`src/design/isd_pkg.sv`:
```
// ----------------------------------------------------------------------------
// isd_pkg
// Shared widths, constants and types of the IMU stuck detector.
// ----------------------------------------------------------------------------
package isd_pkg;

    // field widths
    localparam int AXIS_W     = 16;
    localparam int DIFF_W     = 17;
    localparam int SQ_W       = 32;
    localparam int SUMSQ_W    = 34;
    localparam int ROOT_W     = 17;
    localparam int MOVE_W     = 18;
    localparam int TS_W       = 32;
    localparam int THR_W      = 18;
    localparam int TMO_W      = 16;
    localparam int CFG_DATA_W = 18;
    localparam int CFG_IDX_W  = 3;

    localparam int DEFAULT_WINDOW_LEN = 8;

    // register reset values
    localparam logic [THR_W-1:0] THR_RESET = 18'd819;
    localparam logic [TMO_W-1:0] TMO_RESET = 16'd2000;

    // one g in accel counts
    localparam logic signed [DIFF_W-1:0] ONE_G = 17'sd16384;

    // gravity window on 25 * sum of squares: 2^32 < 25*S < 98304^2
    localparam int GRAV_W = 39;
    localparam logic [GRAV_W-1:0] GRAV_LO = 39'd4294967296;
    localparam logic [GRAV_W-1:0] GRAV_HI = 39'd9663676416;

    // gyro scaling: floor(g * 4096 / 3275) by reciprocal and one correction
    localparam int GYRO_DIV      = 3275;
    localparam int GYRO_SHIFT    = 12;
    localparam int GYRO_RECIP_SH = 20;
    localparam int GYRO_RECIP_W  = 21;
    localparam logic [GYRO_RECIP_W-1:0] GYRO_RECIP =
        GYRO_RECIP_W'((64'd1 << (GYRO_SHIFT + GYRO_RECIP_SH)) / 64'd3275);

    localparam logic [MOVE_W-1:0] MOVE_MAX = '1;

    // recovery stage limits in ms
    localparam logic [TS_W-1:0] STAGE1_LIMIT = 32'd3000;
    localparam logic [TS_W-1:0] STAGE2_LIMIT = 32'd6000;

    // result queue between front and back
    localparam int QUEUE_DEPTH = 2;

    typedef enum logic [CFG_IDX_W-1:0] {
        REG_ACCEL_OFF_X  = 3'd0,
        REG_ACCEL_OFF_Y  = 3'd1,
        REG_ACCEL_OFF_Z  = 3'd2,
        REG_GYRO_OFF_X   = 3'd3,
        REG_GYRO_OFF_Y   = 3'd4,
        REG_GYRO_OFF_Z   = 3'd5,
        REG_MOVE_THR     = 3'd6,
        REG_STUCK_TMO    = 3'd7
    } cfg_idx_t;

    typedef enum logic [1:0] {
        STAGE_NONE    = 2'd0,
        STAGE_REVERSE = 2'd1,
        STAGE_ROTATE  = 2'd2,
        STAGE_ESTOP   = 2'd3
    } stage_t;

    typedef struct packed {
        logic [AXIS_W-1:0] accel_off_x;
        logic [AXIS_W-1:0] accel_off_y;
        logic [AXIS_W-1:0] accel_off_z;
        logic [AXIS_W-1:0] gyro_off_x;
        logic [AXIS_W-1:0] gyro_off_y;
        logic [AXIS_W-1:0] gyro_off_z;
        logic [THR_W-1:0]  move_threshold;
        logic [TMO_W-1:0]  stuck_tmo;
    } cfg_t;

    // one classified sample handed from front to back
    typedef struct packed {
        logic [SUMSQ_W-1:0] accel_ss;
        logic [SUMSQ_W-1:0] gyro_ss;
        logic               motors;
        logic [TS_W-1:0]    ts;
    } sample_t;

    typedef struct packed {
        logic full;
        logic empty;
    } queue_stat_t;

    typedef enum logic [2:0] {
        F_IDLE,
        F_SQ_A,
        F_SQ_G,
        F_GRAV,
        F_SQ_Z,
        F_SUM_Z,
        F_PUSH
    } front_state_t;

    typedef enum logic [2:0] {
        B_IDLE,
        B_ROOT,
        B_FIX,
        B_MERGE,
        B_AVG,
        B_AVG_FIX,
        B_EMIT
    } back_state_t;

endpackage

```
`src/design/imu_stuck_detector_top.sv`:
```
// ----------------------------------------------------------------------------
// imu_stuck_detector_top
// IMU stuck detector: movement estimate from accel and gyro samples and a
// stuck timer with recovery stage while the motors are driven.
// ----------------------------------------------------------------------------
// Usage:
//   Input channel s_*: one raw accel/gyro sample with motors flag and ms time
//   stamp per transaction (valid/ready). Result channel m_*: one transaction
//   per sample with stuck flag, stuck_ms, movement and recovery_stage.
//   Configuration: cfg_we writes cfg_wdata to register cfg_index at once;
//   write only while no sample is in flight.
//   The front part offsets, squares and gravity-checks one sample at a time;
//   the back part, paced by the 17-step square root units, takes a new
//   sample from the queue only after it has loaded the last result into
//   the output register.
//   A two-entry queue sits between front and back; a result waits in the
//   output register while the receiver stalls, and the back part stops only
//   when it needs that register again; the front part keeps accepting until
//   the queue is full.
//   Reset (aresetn low, synchronous) clears the averaging window, the stuck
//   timer and the configuration registers to their defaults; no clearing pass.
// ----------------------------------------------------------------------------
module imu_stuck_detector_top #(
    parameter int WINDOW_LEN = isd_pkg::DEFAULT_WINDOW_LEN
) (
    input  logic                                aclk,
    input  logic                                aresetn,
    input  logic                                cfg_we,
    input  logic [isd_pkg::CFG_IDX_W-1:0]       cfg_index,
    input  logic [isd_pkg::CFG_DATA_W-1:0]      cfg_wdata,
    input  logic                                s_valid,
    output logic                                s_ready,
    input  logic signed [isd_pkg::AXIS_W-1:0]   s_accel_x,
    input  logic signed [isd_pkg::AXIS_W-1:0]   s_accel_y,
    input  logic signed [isd_pkg::AXIS_W-1:0]   s_accel_z,
    input  logic signed [isd_pkg::AXIS_W-1:0]   s_gyro_x,
    input  logic signed [isd_pkg::AXIS_W-1:0]   s_gyro_y,
    input  logic signed [isd_pkg::AXIS_W-1:0]   s_gyro_z,
    input  logic                                s_motors_active,
    input  logic [isd_pkg::TS_W-1:0]            s_timestamp_ms,
    output logic                                m_valid,
    input  logic                                m_ready,
    output logic                                m_stuck_flag,
    output logic [isd_pkg::TS_W-1:0]            m_stuck_ms,
    output logic [isd_pkg::MOVE_W-1:0]          m_movement,
    output logic [1:0]                          m_recovery_stage
);
    import isd_pkg::*;

    cfg_t        cfg_reg;
    logic        q_push;
    logic        q_pop;
    sample_t     q_wdata;
    sample_t     q_rdata;
    queue_stat_t q_stat;

    // configuration registers
    always_ff @(posedge aclk) begin
        if (!aresetn) begin
            cfg_reg <= {{(6*AXIS_W){1'b0}}, THR_RESET, TMO_RESET};
        end else if (cfg_we) begin
            case (cfg_idx_t'(cfg_index))
                REG_ACCEL_OFF_X: cfg_reg.accel_off_x    <= cfg_wdata[AXIS_W-1:0];
                REG_ACCEL_OFF_Y: cfg_reg.accel_off_y    <= cfg_wdata[AXIS_W-1:0];
                REG_ACCEL_OFF_Z: cfg_reg.accel_off_z    <= cfg_wdata[AXIS_W-1:0];
                REG_GYRO_OFF_X:  cfg_reg.gyro_off_x     <= cfg_wdata[AXIS_W-1:0];
                REG_GYRO_OFF_Y:  cfg_reg.gyro_off_y     <= cfg_wdata[AXIS_W-1:0];
                REG_GYRO_OFF_Z:  cfg_reg.gyro_off_z     <= cfg_wdata[AXIS_W-1:0];
                REG_MOVE_THR:    cfg_reg.move_threshold <= cfg_wdata[THR_W-1:0];
                REG_STUCK_TMO:   cfg_reg.stuck_tmo      <= cfg_wdata[TMO_W-1:0];
                default: ;
            endcase
        end
    end

    isd_front u_front (
        .aclk            (aclk),
        .aresetn         (aresetn),
        .cfg             (cfg_reg),
        .s_valid         (s_valid),
        .s_ready         (s_ready),
        .s_accel_x       (s_accel_x),
        .s_accel_y       (s_accel_y),
        .s_accel_z       (s_accel_z),
        .s_gyro_x        (s_gyro_x),
        .s_gyro_y        (s_gyro_y),
        .s_gyro_z        (s_gyro_z),
        .s_motors_active (s_motors_active),
        .s_timestamp_ms  (s_timestamp_ms),
        .q_push          (q_push),
        .q_data          (q_wdata),
        .q_stat          (q_stat)
    );

    isd_queue u_queue (
        .aclk      (aclk),
        .aresetn   (aresetn),
        .push      (q_push),
        .push_data (q_wdata),
        .pop       (q_pop),
        .pop_data  (q_rdata),
        .stat      (q_stat)
    );

    isd_back #(
        .WINDOW_LEN (WINDOW_LEN)
    ) u_back (
        .aclk             (aclk),
        .aresetn          (aresetn),
        .cfg              (cfg_reg),
        .q_pop            (q_pop),
        .q_data           (q_rdata),
        .q_stat           (q_stat),
        .m_valid          (m_valid),
        .m_ready          (m_ready),
        .m_stuck_flag     (m_stuck_flag),
        .m_stuck_ms       (m_stuck_ms),
        .m_movement       (m_movement),
        .m_recovery_stage (m_recovery_stage)
    );

    // recovery stage is set exactly when stuck is reported
    a_stage_iff_stuck: assert property (@(posedge aclk) disable iff (!aresetn)
        m_valid |-> (m_stuck_flag == (m_recovery_stage != STAGE_NONE)))
        else $error("recovery stage disagrees with stuck flag");

    // emergency stop only after the second stage limit
    a_estop_late: assert property (@(posedge aclk) disable iff (!aresetn)
        (m_valid && (m_recovery_stage == STAGE_ESTOP)) |-> (m_stuck_ms >= STAGE2_LIMIT))
        else $error("emergency stop before stage limit");

    // front never pushes into a full queue, back never pops an empty one
    a_queue_flow: assert property (@(posedge aclk) disable iff (!aresetn)
        !(q_push && q_stat.full) && !(q_pop && q_stat.empty))
        else $error("queue overflow or underflow");

endmodule

```
`src/design/isd_isqrt.sv`:
```
// ----------------------------------------------------------------------------
// isd_isqrt
// Iterative integer square root, one root bit per cycle.
// ----------------------------------------------------------------------------
module isd_isqrt (
    input  logic                         aclk,
    input  logic                         aresetn,
    input  logic                         start,
    input  logic [isd_pkg::SUMSQ_W-1:0]  operand,
    output logic                         done,
    output logic [isd_pkg::ROOT_W-1:0]   root
);
    import isd_pkg::*;

    localparam int REM_W = ROOT_W + 2;
    localparam int CNT_W = $clog2(ROOT_W);
    localparam logic [CNT_W-1:0] LAST_STEP = CNT_W'(ROOT_W - 1);

    logic [SUMSQ_W-1:0] op_reg;
    logic [REM_W-1:0]   rem_reg;
    logic [ROOT_W-1:0]  root_reg;
    logic [CNT_W-1:0]   cnt_reg;
    logic               run_reg;
    logic               done_reg;

    logic [REM_W+1:0]   rem_sh;
    logic [REM_W+1:0]   trial;
    logic               take;

    // next two operand bits joined to the remainder, trial is 4*root + 1
    always_comb begin
        rem_sh = {rem_reg, op_reg[SUMSQ_W-1 -: 2]};
        trial  = {2'b00, root_reg, 2'b01};
        take   = rem_sh >= trial;
    end

    // control
    always_ff @(posedge aclk) begin
        if (!aresetn) begin
            run_reg  <= 1'b0;
            done_reg <= 1'b0;
            cnt_reg  <= '0;
        end else begin
            done_reg <= 1'b0;
            if (start) begin
                run_reg <= 1'b1;
                cnt_reg <= '0;
            end else if (run_reg) begin
                cnt_reg <= cnt_reg + 1'b1;
                if (cnt_reg == LAST_STEP) begin
                    run_reg  <= 1'b0;
                    done_reg <= 1'b1;
                end
            end
        end
    end

    // datapath
    always_ff @(posedge aclk) begin
        if (start) begin
            op_reg   <= operand;
            rem_reg  <= '0;
            root_reg <= '0;
        end else if (run_reg) begin
            op_reg <= {op_reg[SUMSQ_W-3:0], 2'b00};
            if (take) begin
                rem_reg  <= REM_W'(rem_sh - trial);
                root_reg <= {root_reg[ROOT_W-2:0], 1'b1};
            end else begin
                rem_reg  <= rem_sh[REM_W-1:0];
                root_reg <= {root_reg[ROOT_W-2:0], 1'b0};
            end
        end
    end

    assign done = done_reg;
    assign root = root_reg;

endmodule

```
`src/design/isd_queue.sv`:
```
// ----------------------------------------------------------------------------
// isd_queue
// Short FIFO of classified samples between the front and back parts.
// ----------------------------------------------------------------------------
module isd_queue (
    input  logic                   aclk,
    input  logic                   aresetn,
    input  logic                   push,
    input  isd_pkg::sample_t       push_data,
    input  logic                   pop,
    output isd_pkg::sample_t       pop_data,
    output isd_pkg::queue_stat_t   stat
);
    import isd_pkg::*;

    localparam int QPTR_W = (QUEUE_DEPTH > 1) ? $clog2(QUEUE_DEPTH) : 1;
    localparam int QCNT_W = $clog2(QUEUE_DEPTH + 1);
    localparam logic [QPTR_W-1:0] QPTR_LAST = QPTR_W'(QUEUE_DEPTH - 1);
    localparam logic [QCNT_W-1:0] QCNT_FULL = QCNT_W'(QUEUE_DEPTH);

    sample_t           entry_mem [QUEUE_DEPTH];
    logic [QPTR_W-1:0] wr_ptr_reg;
    logic [QPTR_W-1:0] rd_ptr_reg;
    logic [QCNT_W-1:0] count_reg;
    logic              do_push;
    logic              do_pop;

    assign stat.full  = count_reg == QCNT_FULL;
    assign stat.empty = count_reg == '0;
    assign do_push    = push && !stat.full;
    assign do_pop     = pop && !stat.empty;
    assign pop_data   = entry_mem[rd_ptr_reg];

    // pointers and fill count
    always_ff @(posedge aclk) begin
        if (!aresetn) begin
            wr_ptr_reg <= '0;
            rd_ptr_reg <= '0;
            count_reg  <= '0;
        end else begin
            if (do_push) begin
                wr_ptr_reg <= (wr_ptr_reg == QPTR_LAST) ? '0 : wr_ptr_reg + 1'b1;
            end
            if (do_pop) begin
                rd_ptr_reg <= (rd_ptr_reg == QPTR_LAST) ? '0 : rd_ptr_reg + 1'b1;
            end
            if (do_push && !do_pop) begin
                count_reg <= count_reg + 1'b1;
            end else if (do_pop && !do_push) begin
                count_reg <= count_reg - 1'b1;
            end
        end
    end

    // storage
    always_ff @(posedge aclk) begin
        if (do_push) begin
            entry_mem[wr_ptr_reg] <= push_data;
        end
    end

endmodule

```
`src/design/isd_front.sv`:
```
// ----------------------------------------------------------------------------
// isd_front
// Accepts samples, removes offsets, squares the axes and applies the
// gravity window to Z before handing the sums of squares to the queue.
// ----------------------------------------------------------------------------
module isd_front (
    input  logic                              aclk,
    input  logic                              aresetn,
    input  isd_pkg::cfg_t                     cfg,
    input  logic                              s_valid,
    output logic                              s_ready,
    input  logic signed [isd_pkg::AXIS_W-1:0] s_accel_x,
    input  logic signed [isd_pkg::AXIS_W-1:0] s_accel_y,
    input  logic signed [isd_pkg::AXIS_W-1:0] s_accel_z,
    input  logic signed [isd_pkg::AXIS_W-1:0] s_gyro_x,
    input  logic signed [isd_pkg::AXIS_W-1:0] s_gyro_y,
    input  logic signed [isd_pkg::AXIS_W-1:0] s_gyro_z,
    input  logic                              s_motors_active,
    input  logic [isd_pkg::TS_W-1:0]          s_timestamp_ms,
    output logic                              q_push,
    output isd_pkg::sample_t                  q_data,
    input  isd_pkg::queue_stat_t              q_stat
);
    import isd_pkg::*;

    function automatic logic signed [DIFF_W-1:0] sub_off(input logic [AXIS_W-1:0] raw,
                                                         input logic [AXIS_W-1:0] off);
        return $signed({raw[AXIS_W-1], raw}) - $signed({off[AXIS_W-1], off});
    endfunction

    function automatic logic [SQ_W-1:0] sq17(input logic signed [DIFF_W-1:0] d);
        logic signed [2*DIFF_W-1:0] p;
        p = d * d;
        return p[SQ_W-1:0];
    endfunction

    front_state_t              state_reg;
    front_state_t              state_next;
    logic signed [DIFF_W-1:0]  ax_reg, ay_reg, az_reg;
    logic signed [DIFF_W-1:0]  gx_reg, gy_reg, gz_reg;
    logic [SQ_W-1:0]           sq_reg [3];
    logic [SUMSQ_W-1:0]        acc_ss_reg;
    logic [SUMSQ_W-1:0]        gyr_ss_reg;
    logic                      motors_reg;
    logic [TS_W-1:0]           ts_reg;

    logic                      accept;
    logic signed [DIFF_W-1:0]  mul_op [3];
    logic [SUMSQ_W-1:0]        sq_sum;
    logic [GRAV_W-1:0]         s25;
    logic                      in_grav;

    assign accept = s_valid && s_ready;

    // three squaring lanes, shared between accel and gyro
    always_comb begin
        if (state_reg == F_SQ_G) begin
            mul_op[0] = gx_reg;
            mul_op[1] = gy_reg;
            mul_op[2] = gz_reg;
        end else begin
            mul_op[0] = ax_reg;
            mul_op[1] = ay_reg;
            mul_op[2] = az_reg;
        end
    end

    // sum of squares and gravity window test (25*S by shift-and-add)
    always_comb begin
        sq_sum  = {2'b00, sq_reg[0]} + {2'b00, sq_reg[1]} + {2'b00, sq_reg[2]};
        s25     = ({5'b0, acc_ss_reg} << 4) + ({5'b0, acc_ss_reg} << 3)
                + {5'b0, acc_ss_reg};
        in_grav = (s25 > GRAV_LO) && (s25 < GRAV_HI);
    end

    // state register
    always_ff @(posedge aclk) begin
        if (!aresetn) begin
            state_reg <= F_IDLE;
        end else begin
            state_reg <= state_next;
        end
    end

    // next state and handshake
    always_comb begin
        state_next = state_reg;
        s_ready    = 1'b0;
        q_push     = 1'b0;
        case (state_reg)
            F_IDLE: begin
                s_ready = 1'b1;
                if (s_valid) state_next = F_SQ_A;
            end
            F_SQ_A:  state_next = F_SQ_G;
            F_SQ_G:  state_next = F_GRAV;
            F_GRAV:  state_next = F_SQ_Z;
            F_SQ_Z:  state_next = F_SUM_Z;
            F_SUM_Z: state_next = F_PUSH;
            F_PUSH: begin
                if (!q_stat.full) begin
                    q_push     = 1'b1;
                    state_next = F_IDLE;
                end
            end
            default: state_next = F_IDLE;
        endcase
    end

    // datapath
    always_ff @(posedge aclk) begin
        case (state_reg)
            F_IDLE: begin
                if (accept) begin
                    ax_reg     <= sub_off(s_accel_x, cfg.accel_off_x);
                    ay_reg     <= sub_off(s_accel_y, cfg.accel_off_y);
                    az_reg     <= sub_off(s_accel_z, cfg.accel_off_z);
                    gx_reg     <= sub_off(s_gyro_x, cfg.gyro_off_x);
                    gy_reg     <= sub_off(s_gyro_y, cfg.gyro_off_y);
                    gz_reg     <= sub_off(s_gyro_z, cfg.gyro_off_z);
                    motors_reg <= s_motors_active;
                    ts_reg     <= s_timestamp_ms;
                end
            end
            F_SQ_A, F_SQ_Z: begin
                for (int i = 0; i < 3; i++) sq_reg[i] <= sq17(mul_op[i]);
            end
            F_SQ_G: begin
                acc_ss_reg <= sq_sum;
                for (int i = 0; i < 3; i++) sq_reg[i] <= sq17(mul_op[i]);
            end
            F_GRAV: begin
                gyr_ss_reg <= sq_sum;
                // remove one g from Z toward zero; zero Z stays as is
                if (in_grav) begin
                    if (az_reg > 17'sd0) begin
                        az_reg <= az_reg - ONE_G;
                    end else if (az_reg < 17'sd0) begin
                        az_reg <= az_reg + ONE_G;
                    end
                end
            end
            F_SUM_Z: begin
                acc_ss_reg <= sq_sum;
            end
            default: ;
        endcase
    end

    assign q_data.accel_ss = acc_ss_reg;
    assign q_data.gyro_ss  = gyr_ss_reg;
    assign q_data.motors   = motors_reg;
    assign q_data.ts       = ts_reg;

endmodule

```
`src/design/isd_back.sv`:
```
// ----------------------------------------------------------------------------
// isd_back
// Takes classified samples from the queue: square roots, gyro scaling,
// moving-average window, stuck timer and the result register.
// ----------------------------------------------------------------------------
module isd_back #(
    parameter int WINDOW_LEN = isd_pkg::DEFAULT_WINDOW_LEN
) (
    input  logic                          aclk,
    input  logic                          aresetn,
    input  isd_pkg::cfg_t                 cfg,
    output logic                          q_pop,
    input  isd_pkg::sample_t              q_data,
    input  isd_pkg::queue_stat_t          q_stat,
    output logic                          m_valid,
    input  logic                          m_ready,
    output logic                          m_stuck_flag,
    output logic [isd_pkg::TS_W-1:0]      m_stuck_ms,
    output logic [isd_pkg::MOVE_W-1:0]    m_movement,
    output logic [1:0]                    m_recovery_stage
);
    import isd_pkg::*;

    localparam int PTR_W  = (WINDOW_LEN > 1) ? $clog2(WINDOW_LEN) : 1;
    localparam int SUM_W  = MOVE_W + $clog2(WINDOW_LEN);
    localparam int APROD_W = 2 * SUM_W + 1;
    localparam logic [PTR_W-1:0] PTR_LAST  = PTR_W'(WINDOW_LEN - 1);
    localparam logic [SUM_W-1:0] WIN_LEN_C = SUM_W'(WINDOW_LEN);
    // floor(2^SUM_W / WINDOW_LEN): quotient estimate is short by at most one
    localparam logic [SUM_W:0] AVG_RECIP = (SUM_W + 1)'((64'd1 << SUM_W) / WINDOW_LEN);
    localparam int GPROD_W = ROOT_W + GYRO_RECIP_W;
    localparam int GNUM_W  = 30;
    localparam logic [GNUM_W-1:0] GYRO_DIV_C = GNUM_W'(GYRO_DIV);

    back_state_t            state_reg;
    back_state_t            state_next;
    logic                   motors_reg;
    logic [TS_W-1:0]        ts_reg;
    logic [GPROD_W-1:0]     gprod_reg;
    logic [MOVE_W-1:0]      gq_reg;
    logic [SUM_W-1:0]       sum_reg;
    logic [PTR_W-1:0]       ptr_reg;
    logic [WINDOW_LEN-1:0]  valid_reg;
    logic [MOVE_W-1:0]      win_mem [WINDOW_LEN];
    logic [MOVE_W-1:0]      rd_data_reg;
    logic                   rd_valid_reg;
    logic [APROD_W-1:0]     aprod_reg;
    logic [MOVE_W-1:0]      aq_reg;
    logic                   moving_reg;
    logic                   active_reg;
    logic [TS_W-1:0]        start_reg;
    logic                   m_valid_reg;
    logic                   stuck_flag_reg;
    logic [TS_W-1:0]        stuck_ms_reg;
    logic [MOVE_W-1:0]      movement_reg;
    stage_t                 stage_reg;

    logic                   a_done;
    logic                   g_done;
    logic [ROOT_W-1:0]      a_root;
    logic [ROOT_W-1:0]      g_root;
    logic                   out_load;

    logic [MOVE_W-1:0]      gq0;
    logic [GNUM_W-1:0]      gnum;
    logic [GNUM_W-1:0]      grem;
    logic [MOVE_W:0]        m_raw;
    logic [MOVE_W-1:0]      m_val;
    logic [MOVE_W-1:0]      old_val;
    logic [MOVE_W-1:0]      aq0;
    logic [SUM_W-1:0]       arem;
    logic [SUM_W-1:0]       thr;

    logic                   run;
    logic [TS_W-1:0]        start_eff;
    logic [TS_W-1:0]        dur;
    logic                   stuck;
    stage_t                 stage;

    // accel and gyro roots run side by side
    isd_isqrt u_sqrt_accel (
        .aclk    (aclk),
        .aresetn (aresetn),
        .start   (q_pop),
        .operand (q_data.accel_ss),
        .done    (a_done),
        .root    (a_root)
    );

    isd_isqrt u_sqrt_gyro (
        .aclk    (aclk),
        .aresetn (aresetn),
        .start   (q_pop),
        .operand (q_data.gyro_ss),
        .done    (g_done),
        .root    (g_root)
    );

    // gyro scale correction, movement merge, average correction
    always_comb begin
        gq0     = gprod_reg[GYRO_RECIP_SH +: MOVE_W];
        gnum    = {1'b0, g_root, {GYRO_SHIFT{1'b0}}};
        grem    = gnum - GNUM_W'({12'b0, gq0} * GYRO_DIV_C);
        m_raw   = {2'b00, a_root} + {1'b0, gq_reg};
        m_val   = m_raw[MOVE_W] ? MOVE_MAX : m_raw[MOVE_W-1:0];
        old_val = rd_valid_reg ? rd_data_reg : '0;
        aq0     = aprod_reg[SUM_W +: MOVE_W];
        arem    = sum_reg - SUM_W'(SUM_W'(aq0) * WIN_LEN_C);
        thr     = SUM_W'(SUM_W'(cfg.move_threshold) * WIN_LEN_C);
    end

    // stuck timer and recovery stage
    always_comb begin
        run       = motors_reg && !moving_reg;
        start_eff = active_reg ? start_reg : ts_reg;
        dur       = run ? ts_reg - start_eff : '0;
        stuck     = run && (dur >= {16'b0, cfg.stuck_tmo});
        if (!stuck) begin
            stage = STAGE_NONE;
        end else if (dur < STAGE1_LIMIT) begin
            stage = STAGE_REVERSE;
        end else if (dur < STAGE2_LIMIT) begin
            stage = STAGE_ROTATE;
        end else begin
            stage = STAGE_ESTOP;
        end
    end

    // next state
    always_comb begin
        state_next = state_reg;
        q_pop      = 1'b0;
        out_load   = 1'b0;
        case (state_reg)
            B_IDLE: begin
                if (!q_stat.empty) begin
                    q_pop      = 1'b1;
                    state_next = B_ROOT;
                end
            end
            B_ROOT: begin
                if (a_done && g_done) state_next = B_FIX;
            end
            B_FIX:     state_next = B_MERGE;
            B_MERGE:   state_next = B_AVG;
            B_AVG:     state_next = B_AVG_FIX;
            B_AVG_FIX: state_next = B_EMIT;
            B_EMIT: begin
                if (!m_valid_reg || m_ready) begin
                    out_load   = 1'b1;
                    state_next = B_IDLE;
                end
            end
            default: state_next = B_IDLE;
        endcase
    end

    // control state
    always_ff @(posedge aclk) begin
        if (!aresetn) begin
            state_reg   <= B_IDLE;
            sum_reg     <= '0;
            ptr_reg     <= '0;
            valid_reg   <= '0;
            active_reg  <= 1'b0;
            start_reg   <= '0;
            m_valid_reg <= 1'b0;
        end else begin
            state_reg <= state_next;
            if (state_reg == B_MERGE) begin
                sum_reg            <= sum_reg - SUM_W'(old_val) + SUM_W'(m_val);
                valid_reg[ptr_reg] <= 1'b1;
                ptr_reg            <= (ptr_reg == PTR_LAST) ? '0 : ptr_reg + 1'b1;
            end
            if (out_load) begin
                active_reg  <= run;
                start_reg   <= run ? start_eff : '0;
                m_valid_reg <= 1'b1;
            end else if (m_ready) begin
                m_valid_reg <= 1'b0;
            end
        end
    end

    // window memory, read every cycle at the current slot
    always_ff @(posedge aclk) begin
        if (state_reg == B_MERGE) begin
            win_mem[ptr_reg] <= m_val;
        end
        rd_data_reg  <= win_mem[ptr_reg];
        rd_valid_reg <= valid_reg[ptr_reg];
    end

    // payload datapath
    always_ff @(posedge aclk) begin
        if (q_pop) begin
            motors_reg <= q_data.motors;
            ts_reg     <= q_data.ts;
        end
        if (state_reg == B_ROOT) begin
            gprod_reg <= GPROD_W'(g_root) * GPROD_W'(GYRO_RECIP);
        end
        if (state_reg == B_FIX) begin
            gq_reg <= (grem >= GYRO_DIV_C) ? gq0 + 1'b1 : gq0;
        end
        if (state_reg == B_AVG) begin
            aprod_reg <= APROD_W'(sum_reg) * APROD_W'(AVG_RECIP);
        end
        if (state_reg == B_AVG_FIX) begin
            aq_reg     <= (arem >= WIN_LEN_C) ? aq0 + 1'b1 : aq0;
            moving_reg <= sum_reg > thr;
        end
        if (out_load) begin
            stuck_flag_reg <= stuck;
            stuck_ms_reg   <= dur;
            movement_reg   <= aq_reg;
            stage_reg      <= stage;
        end
    end

    assign m_valid          = m_valid_reg;
    assign m_stuck_flag     = stuck_flag_reg;
    assign m_stuck_ms       = stuck_ms_reg;
    assign m_movement       = movement_reg;
    assign m_recovery_stage = stage_reg;

endmodule
```
`config.mk`:
```
export PLATFORM = sky130hd
export DESIGN_NAME = imu_stuck_detector_top
export DESIGN_NICKNAME = d
export VERILOG_FILES = /design/src/design/isd_pkg.sv /design/src/design/imu_stuck_detector_top.sv /design/src/design/isd_isqrt.sv /design/src/design/isd_queue.sv /design/src/design/isd_front.sv /design/src/design/isd_back.sv
export SDC_FILE = /design/constraint.sdc
export NUM_CORES = 2
export LEC_CHECK = 0
export ABC_AREA = 0
export BUFFER_PORTS_ARGS = -buffer_cell sky130_fd_sc_hd__buf_2
export CORE_MARGIN = 10
export CORE_UTILIZATION = 33
export DETAILED_ROUTE_END_ITERATION = 8
export PLACE_DENSITY = 0.54
export SETUP_SLACK_MARGIN = 0.3
export SYNTH_ARGS = -nofsm -noshare
export SYNTH_HDL_FRONTEND = slang
export SYNTH_SLANG_ARGS = --single-unit
export TNS_END_PERCENT = 100
```
`constraint.sdc`:
```
create_clock -name aclk -period 11.5 [get_ports aclk]
set_input_delay 2.3 -clock aclk [delete_from_list [all_inputs] [get_ports aclk]]
set_output_delay 2.3 -clock aclk [all_outputs]
set_load 0.1 [all_outputs]
```
==> impl_metrics.env <==
export IMPL_areaGrowthSynthToFinish_pct=10.7
export IMPL_rsz0062_at_grt="false"
export IMPL_worstPathMaxFanout=11
export IMPL_pin_count=210
export IMPL_grt_overflow=0
export IMPL_synthArstFlopShare_pct=0
export IMPL_cts_sinks=1181
export IMPL_max_stage_delay_ns=1.17
export IMPL_grt_pass1_vias=69100
export IMPL_cp_start_kind="flip-flop"
export IMPL_syn_cell_area_sq_um=95100
export IMPL_max_slew_worst_pin_slew_ns=1.35
export IMPL_cts_hold_buf=0
export IMPL_seq_area_frac_synth_pct=34.0
export IMPL_grt_pass1_wl_um=409000
export IMPL_routed_via_count=66300
export IMPL_cp_end_kind="flip-flop"
export IMPL_avgSynthCellArea_sq_um=10.3
export IMPL_synth_top_area_share_pct=27.4
export IMPL_drv_cap=0
export IMPL_fill_cells=28400
export IMPL_ys_warn_count=0
export IMPL_root_buffer="clkbuf_16"
export IMPL_hp_class="flip-flop to flip-flop"
export IMPL_drt_iter0_markers=4196
export IMPL_period_share_pct=84.6
export IMPL_rows=197
export IMPL_worstPathRequired_ns=12.04
export IMPL_min_period_ns=9.72
export IMPL_fp_coreArea_sq_um=287000
export IMPL_grt_max_degree=91
export IMPL_status="finished, final reports clean"
export IMPL_netlist_top_cells_area="edfxtp_1, fa_1, ha_1"
export IMPL_arrival_ns=10.26
export IMPL_gp_congestion=0.879
export IMPL_routed_wl_um=266000
export IMPL_clk_latency_ns=0.84
export IMPL_nets=11500
export IMPL_synth_nets=11300
export IMPL_cts_max_path_buffers=4
export IMPL_synth_cells=9278
export IMPL_post_cts_setup_buffers=0
export IMPL_synth_commonest_cells="inv_1, fa_1, ha_1"
export IMPL_track_usage_pct=16.9
export IMPL_synth_largest_area_cell="edfxtp_1"
export IMPL_utilization_pct=36.6
export IMPL_slew_violations=0
export IMPL_setup_viol=0
export IMPL_synth_distinct_cells=89
export IMPL_largest_reg_flops=202
export IMPL_numCtsBuffers=142
export IMPL_die_h_um=557
export IMPL_ant_nets=0
export IMPL_max_freq_mhz=103
export IMPL_via_per_inst=4.96
export IMPL_drive_gt1_share_pct=6.83
export IMPL_route_detailed_drc=0
export IMPL_fp_dieW_um=557
export IMPL_portBuffers=209
export IMPL_slew_headroom_pct=7.12
export IMPL_die_area_sq_um=310000
export IMPL_tns_ns=0
export IMPL_drtPass1Iterations=6
export IMPL_cts_resized_gates=0
export IMPL_start_util_pct=33.1
export IMPL_finalClockSkew_ns=0.0662
export IMPL_cts_tree="done"
export IMPL_synth_edf_count=869
export IMPL_clkTransAtPathRegs_ns=0.06
export IMPL_synth_ff_type="edfxtp_1"
export IMPL_post_drt_wl_per_cell_um=19.9
export IMPL_grt_antenna_before_repair=8
export IMPL_ys_seq_elements=1181
export IMPL_htreeDepth=4
export IMPL_hpwl_um=206000
export IMPL_synth_most_common_cell="inv_1"
export IMPL_timing_setup_critical_path_class="flip-flop to flip-flop"
export IMPL_crit_slowest_cell="mux2i_1"
export IMPL_hold_viol_final=0
==> worst max-delay path: cells and delay by family (launching register included) <==
kind | cells | cell delay (ns)
simple gates | 3 | 1.17
buf+inv | 6 | 0.96
xor+xnor | 1 | 0.09
mux | 1 | 1.17
flops | 1 | 0.45
compound gates | 8 | 2.69
fa+ha+maj | 7 | 2.92
==> per-layer routing <==
layer / global-route usage [%] / share of wire (%) / wire length [um] / up-vias
met4: 6.50 / 4.2 / 11100 / 2
met3: 2.16 / 4.7 / 12500 / 391
met5: 0 / 0.0049 / 13 / -
met1: 20.7 / 41 / 109000 / 33000
li1: - / - / - / 31400
met2: 30.2 / 50 / 134000 / 1495
==> stage by stage <==
step           cells  worst slack, ns  cell area (sq um)  hold slack (ns)
2_1_floorplan   9278             3.24              95100            0.400
4_1_cts        13300             1.79             105000            0.396
3_5_place_dp   13100             1.82             101000            0.405
5_1_grt        13300             1.15             105000            0.409
3_3_place_gp   13100             2.14             101000            0.406
6_report       13400             1.78             105000            0.397
==> path summary, 6_finish.rpt <==
| path | start | cells past startpoint | slack [ns] | to |
|---|---|---|---|---|
| hold reg to reg | u_back.aq_reg[14]$_DFFE_PN_ | 0 | 0.40 | u_back.m_movement[14]$_DFFE_PP_ |
| setup reg to reg | u_front.state_reg[1]$_SDFFE_PN0P_ | 26 | 1.78 | u_front.sq_reg[0][28]$_DFFE_PP_ |
| setup / recovery | u_front.state_reg[1]$_SDFFE_PN0P_ | 26 | 1.78 | u_front.sq_reg[0][28]$_DFFE_PP_ |
| hold / removal | u_back.aq_reg[14]$_DFFE_PN_ | 0 | 0.40 | u_back.m_movement[14]$_DFFE_PP_ |
==> logic make-up (layout without fill, tap and decap cells) <==
family	count (synthesis)	in the layout	share of synthesized area (%)
buffers and inverters	1892	2177	7.50
flip-flops	1181	1181	34.0
XOR/XNOR	375	375	3.45
AO/OA/AOI/OAI	1499	1499	9.98
AND/OR/NAND/NOR	2225	2225	10.4
adder cells (fa/ha/maj)	1858	1858	31.9
other	0	25	0
multiplexers	248	248	2.70
==> final cells by class <==
type	count	area (sq um)	area share, %
Tap cell	3781	4730	4.49
Clock buffer	179	3880	3.68
Sequential cell	1181	32300	30.7
Multi-Input combinational cell	6205	55800	52.9
Timing Repair Buffer	296	1700	1.61
Clock inverter	66	687	0.652
Inverter	1636	6150	5.84
Antenna cell	25	62.6	0.0594
==> cells in the final DEF, fill, tap and decap left out, types with 31 or more instances in the layout <==
cell type	instances
a22oi_1	78
a211oi_1	44
a21o_1	127
fa_1	947
inv_1	1613
o21ai_0	301
xor2_1	98
mux2_2	66
a21oi_1	505
nand2_1	844
dfxtp_1	308
and3_1	39
xnor2_1	277
nor2b_1	91
or3_1	34
nand4_1	77
nor2_1	657
buf_2	209
edfxtp_1	869
o211ai_1	31
ha_1	911
mux2i_1	177
a21boi_0	51
o21bai_1	40
o21a_1	82
nor3_1	161
clkbuf_16	146
nand2b_1	54
buf_4	87
nand3_1	114
Power is not shown: default switching activity piles up to over one toggle a cycle in this logic, so the estimate is an artifact.
